[config.mk]
export PLATFORM = sky130hd
export DESIGN_NAME = jpeg_block_entropy_encoder_unit_flat
export DESIGN_NICKNAME = d
export VERILOG_FILES = /design/src/jbee_pkg.sv /design/src/jbee_if.sv /design/src/jbee_ram.sv /design/src/jbee_out_fifo.sv /design/src/jbee_engine.sv /design/src/jpeg_block_entropy_encoder_unit.sv /design/src/flat_wrapper.sv
export SDC_FILE = /design/constraint.sdc
export NUM_CORES = 2
export LEC_CHECK = 0
export BUFFER_PORTS_ARGS = -buffer_cell sky130_fd_sc_hd__buf_2
export CAP_MARGIN = 20
export CORE_UTILIZATION = 57
export CTS_CLUSTER_DIAMETER = 50
export DETAILED_ROUTE_END_ITERATION = 8
export PLACE_DENSITY_LB_ADDON = 0.1
export SYNTH_ARGS = -nofsm -noshare
export SYNTH_HDL_FRONTEND = slang
export SYNTH_SLANG_ARGS = --single-unit
[constraint.sdc]
create_clock -name clock -period 6.9 [get_ports clock]
set_input_delay 0.69 -clock clock [delete_from_list [all_inputs] [get_ports clock]]
set_output_delay 0.69 -clock clock [all_outputs]
set_load 0.03 [all_outputs]
[src/jbee_pkg.sv]
// Shared types, constants and a helper function of the JPEG block entropy encoder.
package jbee_pkg;

   localparam int COEFS_PER_BLOCK = 64;
   localparam int TABLE_ENTRIES   = 188;
   localparam int TABLE_W         = 21;
   localparam int TABLE_AW        = 8;
   localparam int CODE_W          = 16;
   localparam int LEN_W           = 5;
   localparam int VLI_W           = 11;
   localparam int SIZE_W          = 4;
   localparam int AC_BASE         = 12;
   localparam int AC_STRIDE       = 11;
   localparam int ZRL_INDEX       = AC_BASE + 15 * AC_STRIDE;
   localparam int EOB_INDEX       = AC_BASE;
   localparam int MAX_RESULTS     = 16;
   localparam int OUT_DEPTH       = 4;

   localparam logic [7:0] BYTE_ALL_ONES = 8'hFF;
   localparam logic [7:0] STUFF_BYTE    = 8'h00;
   localparam logic signed [10:0] COEF_MIN = 11'sh400;

   typedef enum logic [1:0] {
      REQ_COEF  = 2'd0,
      REQ_TABLE = 2'd1,
      REQ_FLUSH = 2'd2
   } req_kind_type;

   typedef enum logic [5:0] {
      S_IDLE  = 6'b000001,
      S_READ  = 6'b000010,
      S_CODE  = 6'b000100,
      S_VLI   = 6'b001000,
      S_DRAIN = 6'b010000,
      S_END   = 6'b100000
   } enc_state_type;

   typedef struct packed {
      logic                wr_en;
      logic [TABLE_AW-1:0] wr_addr;
      logic [TABLE_W-1:0]  wr_data;
      logic                rd_en;
      logic [TABLE_AW-1:0] rd_addr;
   } tbl_access_type;

   typedef struct packed {
      logic       valid;
      logic [7:0] data;
      logic       last;
   } byte_push_type;

   // Number of significant bits of a magnitude (the JPEG size category).
   function automatic logic [SIZE_W-1:0] size_of(input logic [VLI_W-1:0] mag);
      logic [SIZE_W-1:0] s;
      s = '0;
      for (int i = 0; i < VLI_W; i++) begin
         if (mag[i]) s = SIZE_W'(i + 1);
      end
      return s;
   endfunction

endpackage

[src/jbee_if.sv]
// Valid/ready channel interfaces for the request and response sides.
interface jbee_req_if;
   logic               valid;
   logic               ready;
   logic [1:0]         req_type;
   logic signed [10:0] coefficient;
   logic signed [10:0] prev_dc;
   logic [7:0]         table_index;
   logic [15:0]        code_bits;
   logic [4:0]         code_length;

   modport source (output valid, req_type, coefficient, prev_dc, table_index, code_bits,
                   code_length, input ready);
   modport sink (input valid, req_type, coefficient, prev_dc, table_index, code_bits,
                 code_length, output ready);
endinterface

interface jbee_rsp_if;
   logic       valid;
   logic       ready;
   logic [7:0] out_byte;
   logic       last_of_run;

   modport source (output valid, out_byte, last_of_run, input ready);
   modport sink (input valid, out_byte, last_of_run, output ready);
endinterface

[src/jbee_ram.sv]
// Generic single-write, single-read synchronous RAM with registered read data.
module jbee_ram #(
   parameter int WIDTH = 21,
   parameter int DEPTH = 188
) (
   input  logic                     clock,
   input  logic                     wr_en,
   input  logic [$clog2(DEPTH)-1:0] wr_addr,
   input  logic [WIDTH-1:0]         wr_data,
   input  logic                     rd_en,
   input  logic [$clog2(DEPTH)-1:0] rd_addr,
   output logic [WIDTH-1:0]         rd_data
);

   logic [WIDTH-1:0] mem_ff [DEPTH];
   logic [WIDTH-1:0] rd_data_ff;

   always_ff @(posedge clock) begin
      if (wr_en) mem_ff[wr_addr] <= wr_data;
      if (rd_en) rd_data_ff <= mem_ff[rd_addr];
   end

   assign rd_data = rd_data_ff;

endmodule

[src/jbee_out_fifo.sv]
// Small register queue that holds coded bytes until the response side takes them.
module jbee_out_fifo (
   input  logic                  clock,
   input  logic                  reset,
   input  jbee_pkg::byte_push_type push,
   output logic                  push_space,
   jbee_rsp_if.source            rsp
);

   localparam int PTR_W = $clog2(jbee_pkg::OUT_DEPTH);
   localparam int CNT_W = $clog2(jbee_pkg::OUT_DEPTH + 1);

   logic [8:0]       data_ff [jbee_pkg::OUT_DEPTH];
   logic [PTR_W-1:0] wr_ptr_ff, wr_ptr_in;
   logic [PTR_W-1:0] rd_ptr_ff, rd_ptr_in;
   logic [CNT_W-1:0] count_ff, count_in;
   logic             do_push, do_pop;

   assign push_space = count_ff != CNT_W'(jbee_pkg::OUT_DEPTH);
   assign do_push    = push.valid && push_space;
   assign do_pop     = rsp.valid && rsp.ready;

   assign rsp.valid       = count_ff != '0;
   assign rsp.out_byte    = data_ff[rd_ptr_ff][8:1];
   assign rsp.last_of_run = data_ff[rd_ptr_ff][0];

   always_comb begin
      wr_ptr_in = do_push ? PTR_W'(wr_ptr_ff + 1'b1) : wr_ptr_ff;
      rd_ptr_in = do_pop ? PTR_W'(rd_ptr_ff + 1'b1) : rd_ptr_ff;
      count_in  = count_ff;
      if (do_push && !do_pop) count_in = CNT_W'(count_ff + 1'b1);
      if (!do_push && do_pop) count_in = CNT_W'(count_ff - 1'b1);
   end

   always_ff @(posedge clock) begin
      if (reset) begin
         wr_ptr_ff <= '0;
         rd_ptr_ff <= '0;
         count_ff  <= '0;
      end else begin
         wr_ptr_ff <= wr_ptr_in;
         rd_ptr_ff <= rd_ptr_in;
         count_ff  <= count_in;
      end
   end

   always_ff @(posedge clock) begin
      if (do_push) data_ff[wr_ptr_ff] <= {push.data, push.last};
   end

endmodule

[src/jbee_engine.sv]
// Coding sequencer: table reads, bit packing, byte stuffing and result framing.
module jbee_engine #(
   parameter int MAX_CODE_LEN = 16
) (
   input  logic                                  clock,
   input  logic                                  reset,
   jbee_req_if.sink                              req,
   output jbee_pkg::tbl_access_type              tbl,
   input  logic [jbee_pkg::TABLE_W-1:0]          tbl_rd_data,
   output jbee_pkg::byte_push_type               push,
   input  logic                                  push_space
);

   localparam int MERGE_MAX = (MAX_CODE_LEN > jbee_pkg::VLI_W) ? MAX_CODE_LEN
                                                                : jbee_pkg::VLI_W;
   localparam int ACC_W     = 7 + MERGE_MAX;
   localparam int CNT_W     = $clog2(ACC_W + 1);
   localparam int AW        = jbee_pkg::TABLE_AW;
   localparam int RES_W     = $clog2(jbee_pkg::MAX_RESULTS + 1);

   jbee_pkg::enc_state_type state_ff, state_in;

   logic [5:0]                   pos_ff, pos_in;
   logic [5:0]                   zr_ff, zr_in;
   logic [ACC_W-1:0]             acc_ff, acc_in;
   logic [CNT_W-1:0]             cnt_ff, cnt_in;
   logic                         stuff_ff, stuff_in;
   logic [1:0]                   zrl_cnt_ff, zrl_cnt_in;
   logic                         main_pend_ff, main_pend_in;
   logic                         vli_pend_ff, vli_pend_in;
   logic                         eob_pend_ff, eob_pend_in;
   logic [AW-1:0]                main_idx_ff, main_idx_in;
   logic [jbee_pkg::VLI_W-1:0]   vli_bits_ff, vli_bits_in;
   logic [jbee_pkg::SIZE_W-1:0]  vli_size_ff, vli_size_in;
   logic [AW-1:0]                rd_addr_ff, rd_addr_in;
   logic [RES_W-1:0]             bytes_ff, bytes_in;
   logic [7:0]                   hold_ff, hold_in;
   logic                         hold_valid_ff, hold_valid_in;

   logic                         accept;
   logic                         last_pos;
   logic signed [10:0]           coef, prev, coef_sat;
   logic signed [11:0]           val12, vli12;
   logic [11:0]                  mag12;
   logic [jbee_pkg::SIZE_W-1:0]  sz;
   logic [AW-1:0]                ac_idx;
   logic [5:0]                   zr_inc;

   logic [jbee_pkg::LEN_W-1:0]   merge_len;
   logic [jbee_pkg::CODE_W-1:0]  merge_bits;
   logic [jbee_pkg::CODE_W:0]    len_mask;
   logic [ACC_W-1:0]             merged;
   logic [CNT_W-1:0]             cnt_merge;

   logic                         have_byte;
   logic [7:0]                   extracted;
   logic [7:0]                   byte_val;
   logic                         drop;
   logic                         emit_go;
   logic [jbee_pkg::LEN_W-1:0]   len_sat;

   assign accept    = req.valid && req.ready;
   assign req.ready = state_ff == jbee_pkg::S_IDLE;
   assign last_pos  = pos_ff == 6'(jbee_pkg::COEFS_PER_BLOCK - 1);

   // Value to code: DC difference at block start, otherwise the clamped AC value.
   always_comb begin
      coef     = req.coefficient;
      prev     = req.prev_dc;
      coef_sat = (coef == jbee_pkg::COEF_MIN) ? jbee_pkg::COEF_MIN + 11'sd1 : coef;
      if (pos_ff == '0) val12 = {coef[10], coef} - {prev[10], prev};
      else              val12 = {coef_sat[10], coef_sat};
      mag12  = val12[11] ? 12'(-val12) : 12'(val12);
      vli12  = val12[11] ? val12 - 12'sd1 : val12;
      sz     = jbee_pkg::size_of(mag12[jbee_pkg::VLI_W-1:0]);
      ac_idx = AW'(jbee_pkg::AC_BASE) + AW'(zr_ff[3:0]) * AW'(jbee_pkg::AC_STRIDE) + AW'(sz);
      zr_inc = 6'(zr_ff + 6'd1);
   end

   // Append a right-aligned field of merge_len bits under the pending bits.
   always_comb begin
      if (state_ff == jbee_pkg::S_VLI) begin
         merge_len  = jbee_pkg::LEN_W'(vli_size_ff);
         merge_bits = jbee_pkg::CODE_W'(vli_bits_ff);
      end else begin
         merge_len  = tbl_rd_data[jbee_pkg::TABLE_W-1:jbee_pkg::CODE_W];
         merge_bits = tbl_rd_data[jbee_pkg::CODE_W-1:0];
      end
      len_mask  = (17'd1 << merge_len) - 17'd1;
      merged    = (acc_ff << merge_len) | ACC_W'(merge_bits & len_mask[jbee_pkg::CODE_W-1:0]);
      cnt_merge = CNT_W'(cnt_ff + CNT_W'(merge_len));
   end

   always_comb begin
      have_byte = stuff_ff || (cnt_ff >= CNT_W'(8));
      extracted = 8'(acc_ff >> (cnt_ff - CNT_W'(8)));
      byte_val  = stuff_ff ? jbee_pkg::STUFF_BYTE : extracted;
      drop      = bytes_ff == RES_W'(jbee_pkg::MAX_RESULTS);
      emit_go   = drop || !hold_valid_ff || push_space;
      len_sat   = (req.code_length > jbee_pkg::LEN_W'(MAX_CODE_LEN))
                  ? jbee_pkg::LEN_W'(MAX_CODE_LEN) : req.code_length;
   end

   always_comb begin
      state_in      = state_ff;
      pos_in        = pos_ff;
      zr_in         = zr_ff;
      acc_in        = acc_ff;
      cnt_in        = cnt_ff;
      stuff_in      = stuff_ff;
      zrl_cnt_in    = zrl_cnt_ff;
      main_pend_in  = main_pend_ff;
      vli_pend_in   = vli_pend_ff;
      eob_pend_in   = eob_pend_ff;
      main_idx_in   = main_idx_ff;
      vli_bits_in   = vli_bits_ff;
      vli_size_in   = vli_size_ff;
      rd_addr_in    = rd_addr_ff;
      bytes_in      = bytes_ff;
      hold_in       = hold_ff;
      hold_valid_in = hold_valid_ff;

      tbl.wr_en   = 1'b0;
      tbl.wr_addr = req.table_index;
      tbl.wr_data = {len_sat, req.code_bits};
      tbl.rd_en   = 1'b0;
      tbl.rd_addr = rd_addr_ff;
      push        = '0;

      case (state_ff)
         jbee_pkg::S_IDLE: begin
            if (accept) begin
               bytes_in = '0;
               case (req.req_type)
                  jbee_pkg::REQ_TABLE: begin
                     tbl.wr_en = req.table_index < AW'(jbee_pkg::TABLE_ENTRIES);
                  end
                  jbee_pkg::REQ_FLUSH: begin
                     if (cnt_ff != '0) begin
                        acc_in   = acc_ff << (CNT_W'(8) - cnt_ff);
                        cnt_in   = CNT_W'(8);
                        state_in = jbee_pkg::S_DRAIN;
                     end
                  end
                  jbee_pkg::REQ_COEF: begin
                     vli_bits_in  = vli12[jbee_pkg::VLI_W-1:0];
                     vli_size_in  = sz;
                     zrl_cnt_in   = 2'b00;
                     main_pend_in = 1'b0;
                     vli_pend_in  = 1'b0;
                     eob_pend_in  = 1'b0;
                     if (pos_ff == '0) begin
                        main_idx_in  = AW'(sz);
                        main_pend_in = 1'b1;
                        vli_pend_in  = 1'b1;
                        zr_in        = '0;
                     end else if (coef == '0) begin
                        zr_in = zr_inc;
                        if (last_pos) begin
                           eob_pend_in = zr_inc != '0;
                           zr_in       = '0;
                        end
                     end else begin
                        // Runs above fifteen go out as one ZRL for each sixteen zeros.
                        zrl_cnt_in   = zr_ff[5:4];
                        main_idx_in  = ac_idx;
                        main_pend_in = 1'b1;
                        vli_pend_in  = 1'b1;
                        zr_in        = '0;
                     end
                     pos_in = last_pos ? 6'd0 : 6'(pos_ff + 6'd1);
                     if ((pos_ff == '0) || (coef != '0) || last_pos) begin
                        state_in = jbee_pkg::S_DRAIN;
                     end
                  end
                  default: begin
                  end
               endcase
            end
         end

         jbee_pkg::S_READ: begin
            tbl.rd_en = 1'b1;
            state_in  = jbee_pkg::S_CODE;
         end

         jbee_pkg::S_CODE, jbee_pkg::S_VLI: begin
            acc_in   = merged;
            cnt_in   = cnt_merge;
            state_in = jbee_pkg::S_DRAIN;
         end

         jbee_pkg::S_DRAIN: begin
            if (have_byte) begin
               if (emit_go) begin
                  if (!drop) begin
                     // The byte held back goes out now that it is known not to be the last.
                     push.valid    = hold_valid_ff;
                     push.data     = hold_ff;
                     push.last     = 1'b0;
                     hold_in       = byte_val;
                     hold_valid_in = 1'b1;
                     bytes_in      = RES_W'(bytes_ff + 1'b1);
                  end
                  if (stuff_ff) begin
                     stuff_in = 1'b0;
                  end else begin
                     cnt_in   = CNT_W'(cnt_ff - CNT_W'(8));
                     stuff_in = extracted == jbee_pkg::BYTE_ALL_ONES;
                  end
               end
            end else if (zrl_cnt_ff != 2'b00) begin
               rd_addr_in = AW'(jbee_pkg::ZRL_INDEX);
               zrl_cnt_in = 2'(zrl_cnt_ff - 2'b01);
               state_in   = jbee_pkg::S_READ;
            end else if (main_pend_ff) begin
               rd_addr_in   = main_idx_ff;
               main_pend_in = 1'b0;
               state_in     = jbee_pkg::S_READ;
            end else if (vli_pend_ff) begin
               vli_pend_in = 1'b0;
               state_in    = jbee_pkg::S_VLI;
            end else if (eob_pend_ff) begin
               rd_addr_in  = AW'(jbee_pkg::EOB_INDEX);
               eob_pend_in = 1'b0;
               state_in    = jbee_pkg::S_READ;
            end else begin
               state_in = jbee_pkg::S_END;
            end
         end

         jbee_pkg::S_END: begin
            if (!hold_valid_ff) begin
               state_in = jbee_pkg::S_IDLE;
            end else if (push_space) begin
               push.valid    = 1'b1;
               push.data     = hold_ff;
               push.last     = 1'b1;
               hold_valid_in = 1'b0;
               state_in      = jbee_pkg::S_IDLE;
            end
         end

         default: begin
            state_in = jbee_pkg::S_IDLE;
         end
      endcase
   end

   always_ff @(posedge clock) begin
      if (reset) begin
         state_ff      <= jbee_pkg::S_IDLE;
         pos_ff        <= '0;
         zr_ff         <= '0;
         cnt_ff        <= '0;
         stuff_ff      <= 1'b0;
         zrl_cnt_ff    <= '0;
         main_pend_ff  <= 1'b0;
         vli_pend_ff   <= 1'b0;
         eob_pend_ff   <= 1'b0;
         bytes_ff      <= '0;
         hold_valid_ff <= 1'b0;
      end else begin
         state_ff      <= state_in;
         pos_ff        <= pos_in;
         zr_ff         <= zr_in;
         cnt_ff        <= cnt_in;
         stuff_ff      <= stuff_in;
         zrl_cnt_ff    <= zrl_cnt_in;
         main_pend_ff  <= main_pend_in;
         vli_pend_ff   <= vli_pend_in;
         eob_pend_ff   <= eob_pend_in;
         bytes_ff      <= bytes_in;
         hold_valid_ff <= hold_valid_in;
      end
   end

   always_ff @(posedge clock) begin
      acc_ff      <= acc_in;
      main_idx_ff <= main_idx_in;
      vli_bits_ff <= vli_bits_in;
      vli_size_ff <= vli_size_in;
      rd_addr_ff  <= rd_addr_in;
      hold_ff     <= hold_in;
   end

   // Between transactions fewer than eight bits may be pending.
   assert property (@(posedge clock) disable iff (reset)
                    state_ff == jbee_pkg::S_IDLE |-> cnt_ff < CNT_W'(8))
      else $error("whole byte left pending between transactions");

   // The held-back byte must have been released before a new transaction starts.
   assert property (@(posedge clock) disable iff (reset)
                    state_ff == jbee_pkg::S_IDLE |-> !hold_valid_ff)
      else $error("held byte not released at end of transaction");

   assert property (@(posedge clock) disable iff (reset)
                    bytes_ff <= RES_W'(jbee_pkg::MAX_RESULTS))
      else $error("byte count beyond result limit");

   // Table data is consumed in the cycle after the read.
   assert property (@(posedge clock) disable iff (reset)
                    tbl.rd_en |=> state_ff == jbee_pkg::S_CODE)
      else $error("table read not followed by code merge");

   assert property (@(posedge clock) disable iff (reset)
                    push.valid |-> push_space)
      else $error("byte pushed into full output queue");

endmodule

[src/jpeg_block_entropy_encoder_unit.sv]
// Top level of the JPEG baseline block entropy encoder.
// Takes one request transaction at a time: a coefficient (zigzag order, block position
// tracked internally), a Huffman table write or a flush. Table writes, zero AC
// coefficients inside a block and flushes with nothing pending finish in the idle state.
// A DC or nonzero AC coefficient is coded as its codeword and then its value bits, with
// any ZRL codewords in front of it. A zero coefficient that closes a block codes the EOB
// codeword. Every codeword costs a read of the Huffman table RAM followed by a merge into
// the bit packer, and bytes (stuffed zero bytes included) leave the packer one per cycle
// while the output queue has space. A flush with pending bits pads them with zero bits to a
// whole byte. Coded bytes wait in a four-entry output queue behind one held-back byte, so
// a short stall on the response side does not hold up the next request; a longer one
// fills the queue and the encoder waits, with its input stalled, until space frees up.
// The last byte of each request carries last_of_run. The table has no reset and needs no
// clearing pass, but every entry that a coefficient uses must be written first.
module jpeg_block_entropy_encoder_unit #(
   parameter int MAX_CODE_LEN = 16
) (
   input logic        clock,
   input logic        reset,
   jbee_req_if.sink   req_ch,
   jbee_rsp_if.source rsp_ch
);

   jbee_pkg::tbl_access_type        tbl;
   logic [jbee_pkg::TABLE_W-1:0]    tbl_rd_data;
   jbee_pkg::byte_push_type         push;
   logic                            push_space;

   jbee_engine #(
      .MAX_CODE_LEN (MAX_CODE_LEN)
   ) u_engine (
      .clock       (clock),
      .reset       (reset),
      .req         (req_ch),
      .tbl         (tbl),
      .tbl_rd_data (tbl_rd_data),
      .push        (push),
      .push_space  (push_space)
   );

   jbee_ram #(
      .WIDTH (jbee_pkg::TABLE_W),
      .DEPTH (jbee_pkg::TABLE_ENTRIES)
   ) u_table (
      .clock   (clock),
      .wr_en   (tbl.wr_en),
      .wr_addr (tbl.wr_addr),
      .wr_data (tbl.wr_data),
      .rd_en   (tbl.rd_en),
      .rd_addr (tbl.rd_addr),
      .rd_data (tbl_rd_data)
   );

   jbee_out_fifo u_out_fifo (
      .clock      (clock),
      .reset      (reset),
      .push       (push),
      .push_space (push_space),
      .rsp        (rsp_ch)
   );

endmodule
[src/flat_wrapper.sv]
// flat-port wrapper written by rule: the top's interface ports become plain ports
module jpeg_block_entropy_encoder_unit_flat 
#(
   parameter int MAX_CODE_LEN = 16
)
  (clock, reset, req_ch_valid, req_ch_req_type, req_ch_coefficient, req_ch_prev_dc, req_ch_table_index, req_ch_code_bits, req_ch_code_length, req_ch_ready, rsp_ch_valid, rsp_ch_out_byte, rsp_ch_last_of_run, rsp_ch_ready);
  jbee_req_if req_ch_i ();
  jbee_rsp_if rsp_ch_i ();
  input logic clock;
  input logic reset;
  input wire logic [$bits(req_ch_i.valid)-1:0] req_ch_valid;
  input wire logic [$bits(req_ch_i.req_type)-1:0] req_ch_req_type;
  input wire logic [$bits(req_ch_i.coefficient)-1:0] req_ch_coefficient;
  input wire logic [$bits(req_ch_i.prev_dc)-1:0] req_ch_prev_dc;
  input wire logic [$bits(req_ch_i.table_index)-1:0] req_ch_table_index;
  input wire logic [$bits(req_ch_i.code_bits)-1:0] req_ch_code_bits;
  input wire logic [$bits(req_ch_i.code_length)-1:0] req_ch_code_length;
  output wire logic [$bits(req_ch_i.ready)-1:0] req_ch_ready;
  output wire logic [$bits(rsp_ch_i.valid)-1:0] rsp_ch_valid;
  output wire logic [$bits(rsp_ch_i.out_byte)-1:0] rsp_ch_out_byte;
  output wire logic [$bits(rsp_ch_i.last_of_run)-1:0] rsp_ch_last_of_run;
  input wire logic [$bits(rsp_ch_i.ready)-1:0] rsp_ch_ready;
  assign req_ch_i.valid = req_ch_valid;
  assign req_ch_i.req_type = req_ch_req_type;
  assign req_ch_i.coefficient = req_ch_coefficient;
  assign req_ch_i.prev_dc = req_ch_prev_dc;
  assign req_ch_i.table_index = req_ch_table_index;
  assign req_ch_i.code_bits = req_ch_code_bits;
  assign req_ch_i.code_length = req_ch_code_length;
  assign req_ch_ready = req_ch_i.ready;
  assign rsp_ch_valid = rsp_ch_i.valid;
  assign rsp_ch_out_byte = rsp_ch_i.out_byte;
  assign rsp_ch_last_of_run = rsp_ch_i.last_of_run;
  assign rsp_ch_i.ready = rsp_ch_ready;
  jpeg_block_entropy_encoder_unit #(.MAX_CODE_LEN(MAX_CODE_LEN)) u_core (.clock(clock), .reset(reset), .req_ch(req_ch_i), .rsp_ch(rsp_ch_i));
endmodule
==> results_dict.tcl <==
set metrics [dict create \
    outcome "finished, final reports clean" \
    syn_inst 7222 \
    holdWs_ps 122 \
    critPathTopFamily "adder cells" \
    synth_nets 7335 \
    avgSynthCellArea_um2 22.5 \
    grt.total_usage_pct 28.8 \
    cp.required_ps 7610 \
    rsz0062_at_grt "false" \
    rrSetupSlack_ps 430 \
    die_y_um 536 \
    worstPathBufferInverterCount 3 \
    fin_setup_tns_ps 0 \
    finalWirelength_um 407000 \
    slew_violations 0 \
    synth_cell_types 92 \
    initial_core_util_pct 57.4 \
    grt_max_degree 189 \
    placement_rows 195 \
    ys_seq_area_share_pct 75.8 \
    ys_async_sr_fraction_pct 0 \
    yosys.area.top_type "edfxtp_1" \
    io_buffers 67 \
    postCtsHoldBufs 0 \
    io_pins 68 \
    drt_iter0_markers 9731 \
    cts_sinks 4111 \
    cp-start-kind "register" \
    synth_area_um2 162000 \
    tightest_slew_ps 1190 \
    reg2reg_to "u_core.u_engine.main_idx_ff[7]$_SDFFCE_PP0P_" \
    clk_latency_ps 980 \
    cap_violations 0 \
    ys_top_cells_by_count "edfxtp_1 (4067), mux4_2 (1297), nor2_1 (323)" \
    slowest_delay_ps 650 \
    via_per_inst 6.67 \
    antenna_found_initial 31 \
    ys.flop_type "edfxtp_1" \
    core_area_um2 283000 \
    powerDensity_nw_per_um2 282 \
    globalplace.congestion 0.844 \
    h-tree-depth 5 \
    cts_tree "built" \
    stdcell_area_um2 184000 \
    fin_crit_sh_pct 93.8 \
    grt_overflow_total 0 \
    die_area_um2 287000 \
    cp-endpoint "u_core.u_engine.main_idx_ff[7]$_SDFFCE_PP0P_" \
    critical_path_class "register to register" \
    synth_most_common_cell "edfxtp_1" \
    min_path_type "input port to register" \
    drtPass1Iterations 7 \
    numCtsBuffers 432 \
    num_vias 78600 \
    root_buffer "clkbuf_16" \
    dp_hpwl_um 229000 \
    fillers 18200 \
    synth_warnings 0 \
    yosysTopAreaCellShare_pct 75.2 \
    cp.arrival_ps 7190 \
    crit_fanout 7 \
    syn_to_final_growth_pct 13.3 \
    post-route-min-period_ps 6470 \
    synth.ff_latch_count 4111 \
    dpl-instance-area_um2 169000 \
    hold_viol 0 \
    cts.path.max_buffers 4 \
    end_kind "register" \
    routedWlPerCell_um 34.6 \
    max_freq_mhz 154 \
    ir_drop_mv 0.254 \
    synth_area_leaders "edfxtp_1 (75%), mux4_2 (18%), mux2i_1 (0.87%)" \
    cp_cell_sequence "inv_1, ha_1, or4b_1, or2_4, mux2i_1, ha_2, nand3_1, o21a_1, or4_1, nand4_1, a211oi_1, o21ai_2, inv_1, fa_1, inv_1, ha_1, fa_1, ha_1, a21o_1, a21oi_1, o21bai_1, a21oi_1, xor2_1, nor2_1" \
    ant_nets 0 \
    clock-skew-final_ps 50.1 \
    synth_edf_count 4067 \
    drive_above_1_share_pct 32.4 \
    r2r_start "u_core.u_engine.pos_ff[0]$_SDFFE_PP0P_" \
    final-setup-viol-count 0 \
    slew_headroom_pct 20.9 \
    path_depth 24 \
    die_w_um 536 \
    rr_worst_depth 24 \
    postCtsSetupBuffers 0 \
    grt_pass1_vias 78300 \
    clkTransAtPathRegs_ps 60 \
    leakage_nw 58.3 \
    drc 0 \
    num-nets-final 7766 \
    critical_path.startpoint "u_core.u_engine.pos_ff[0]$_SDFFE_PP0P_" \
    grt_pass1_wl_um 579000 \
    cpMaxStageDelayCell "or4_1" \
]
## worst min-delay path by stage
stage / slack, ps / depth (start not counted) / from / to
after floorplan: 450 / 2 / u_core.u_engine.vli_pend_ff$_SDFFE_PP0P_ / u_core.u_engine.state_ff[3]$_SDFFE_PP0P_
after global placement: 470 / 2 / u_core.u_engine.vli_pend_ff$_SDFFE_PP0P_ / u_core.u_engine.state_ff[3]$_SDFFE_PP0P_
after detailed placement: 470 / 2 / u_core.u_engine.vli_pend_ff$_SDFFE_PP0P_ / u_core.u_engine.state_ff[3]$_SDFFE_PP0P_
after CTS: 60 / 3 / req_ch_valid / u_core.u_engine.bytes_ff[2]$_SDFFE_PP0P_
after global routing: 110 / 3 / req_ch_valid / u_core.u_engine.bytes_ff[3]$_SDFFE_PP0P_
final: 120 / 3 / req_ch_valid / u_core.u_engine.bytes_ff[3]$_SDFFE_PP0P_
## where the power goes
part           leakage [nW]  total [mW]  switching (mW)  internal [mW]
combinational          14.2        1.04           0.778          0.258
clock                  7.01        23.4            9.82           13.6
sequential             37.0        27.5          0.0135           27.5
## cell type report
class                      instances  area [um^2]  area share [%]
clock inverter                   307         3270            1.78
multi-input combinational       2654        38100            20.7
sequential                      4111       123000            66.9
inverter                          56          210           0.114
clock buffer                     500        11200            6.10
tap                             3743         4680            2.55
timing repair buffer             398         3410            1.86
antenna                           16         40.0          0.0218
## state kept, by name (all words and copies together), names as in the netlist, 4 cells and up, named ones only
register	flops
u_core.u_table.mem_ff	3948
u_core.u_out_fifo.data_ff	36
u_core.u_engine.acc_ff	23
u_core.u_table.rd_data	21
u_core.u_engine.vli_bits_ff	11
u_core.u_engine.hold_ff	8
u_core.u_engine.main_idx_ff	8
u_core.u_engine.rd_addr_ff	8
u_core.u_engine.pos_ff	6
u_core.u_engine.state_ff	6
u_core.u_engine.zr_ff	6
u_core.u_engine.bytes_ff	5
u_core.u_engine.cnt_ff	5
u_core.u_engine.vli_size_ff	4
## tightest hold or removal path: stages
cell,delay [ps]
buf_2,130
a21o_1,160
nor2_1,50
## layout by cell type, fill, tap and decap left out, types with 19 or more instances in the layout
cell        synthesis  layout
mux2i_1           141     141
inv_6               0      19
clkinv_1            0      86
a21oi_1            86      86
o22ai_1            23      23
bufinv_16           0      50
buf_12              0      28
ha_1               47      46
nor2_2              0     181
edfxtp_1         4067    4067
o211ai_1           19      19
inv_1              52      52
and2_1             19      19
o21ai_0           110     110
nor3_1             21      21
dfxtp_1            44      43
buf_4               1     295
buf_2              19      50
clkbuf_16           0     437
nor2_1            323     135
nand3_1            45      45
clkinv_4            0      20
clkinv_2            0      80
nand2_1           224     224
mux4_2           1297    1297
xnor2_1            29      29
clkbuf_1          268      59
clkinvlp_4          0      31
## cell families after synthesis
group / share of synthesized area [%]
flip-flops: 75.8
AND/OR/NAND/NOR: 1.99
AO/OA/AOI/OAI: 1.43
adder cells (fa/ha/maj): 0.473
buffers and inverters: 1.08
XOR/XNOR: 0.259
multiplexers: 19.0
## repair_timing
action / CTS / global route
gates resized for setup: 0 / 2
setup endpoints to repair: 0 / 2
hold endpoints to repair: 0 / 0
## through the flow
stage | util [%] | cells | power (mW) | worst slack (ps)
after floorplan | - | 7222 | 28.5 | 442
after CTS | 65.0 | 11800 | 52.3 | 261
after detailed placement | 59.9 | 11000 | 29.0 | 155
after global placement | 59.8 | 11000 | 29.0 | 179
final | 65.0 | 11800 | 51.9 | 426
after global routing | 65.0 | 11800 | 53.2 | 11.2
## metal layers
layer | global-route usage [%] | wire length [um]
met4 | 7.67 | 11200
met2 | 45.8 | 198000
met5 | 0 | 81
met1 | 42.2 | 163000
met3 | 4.51 | 34300
(Power assumes the default switching activity.)
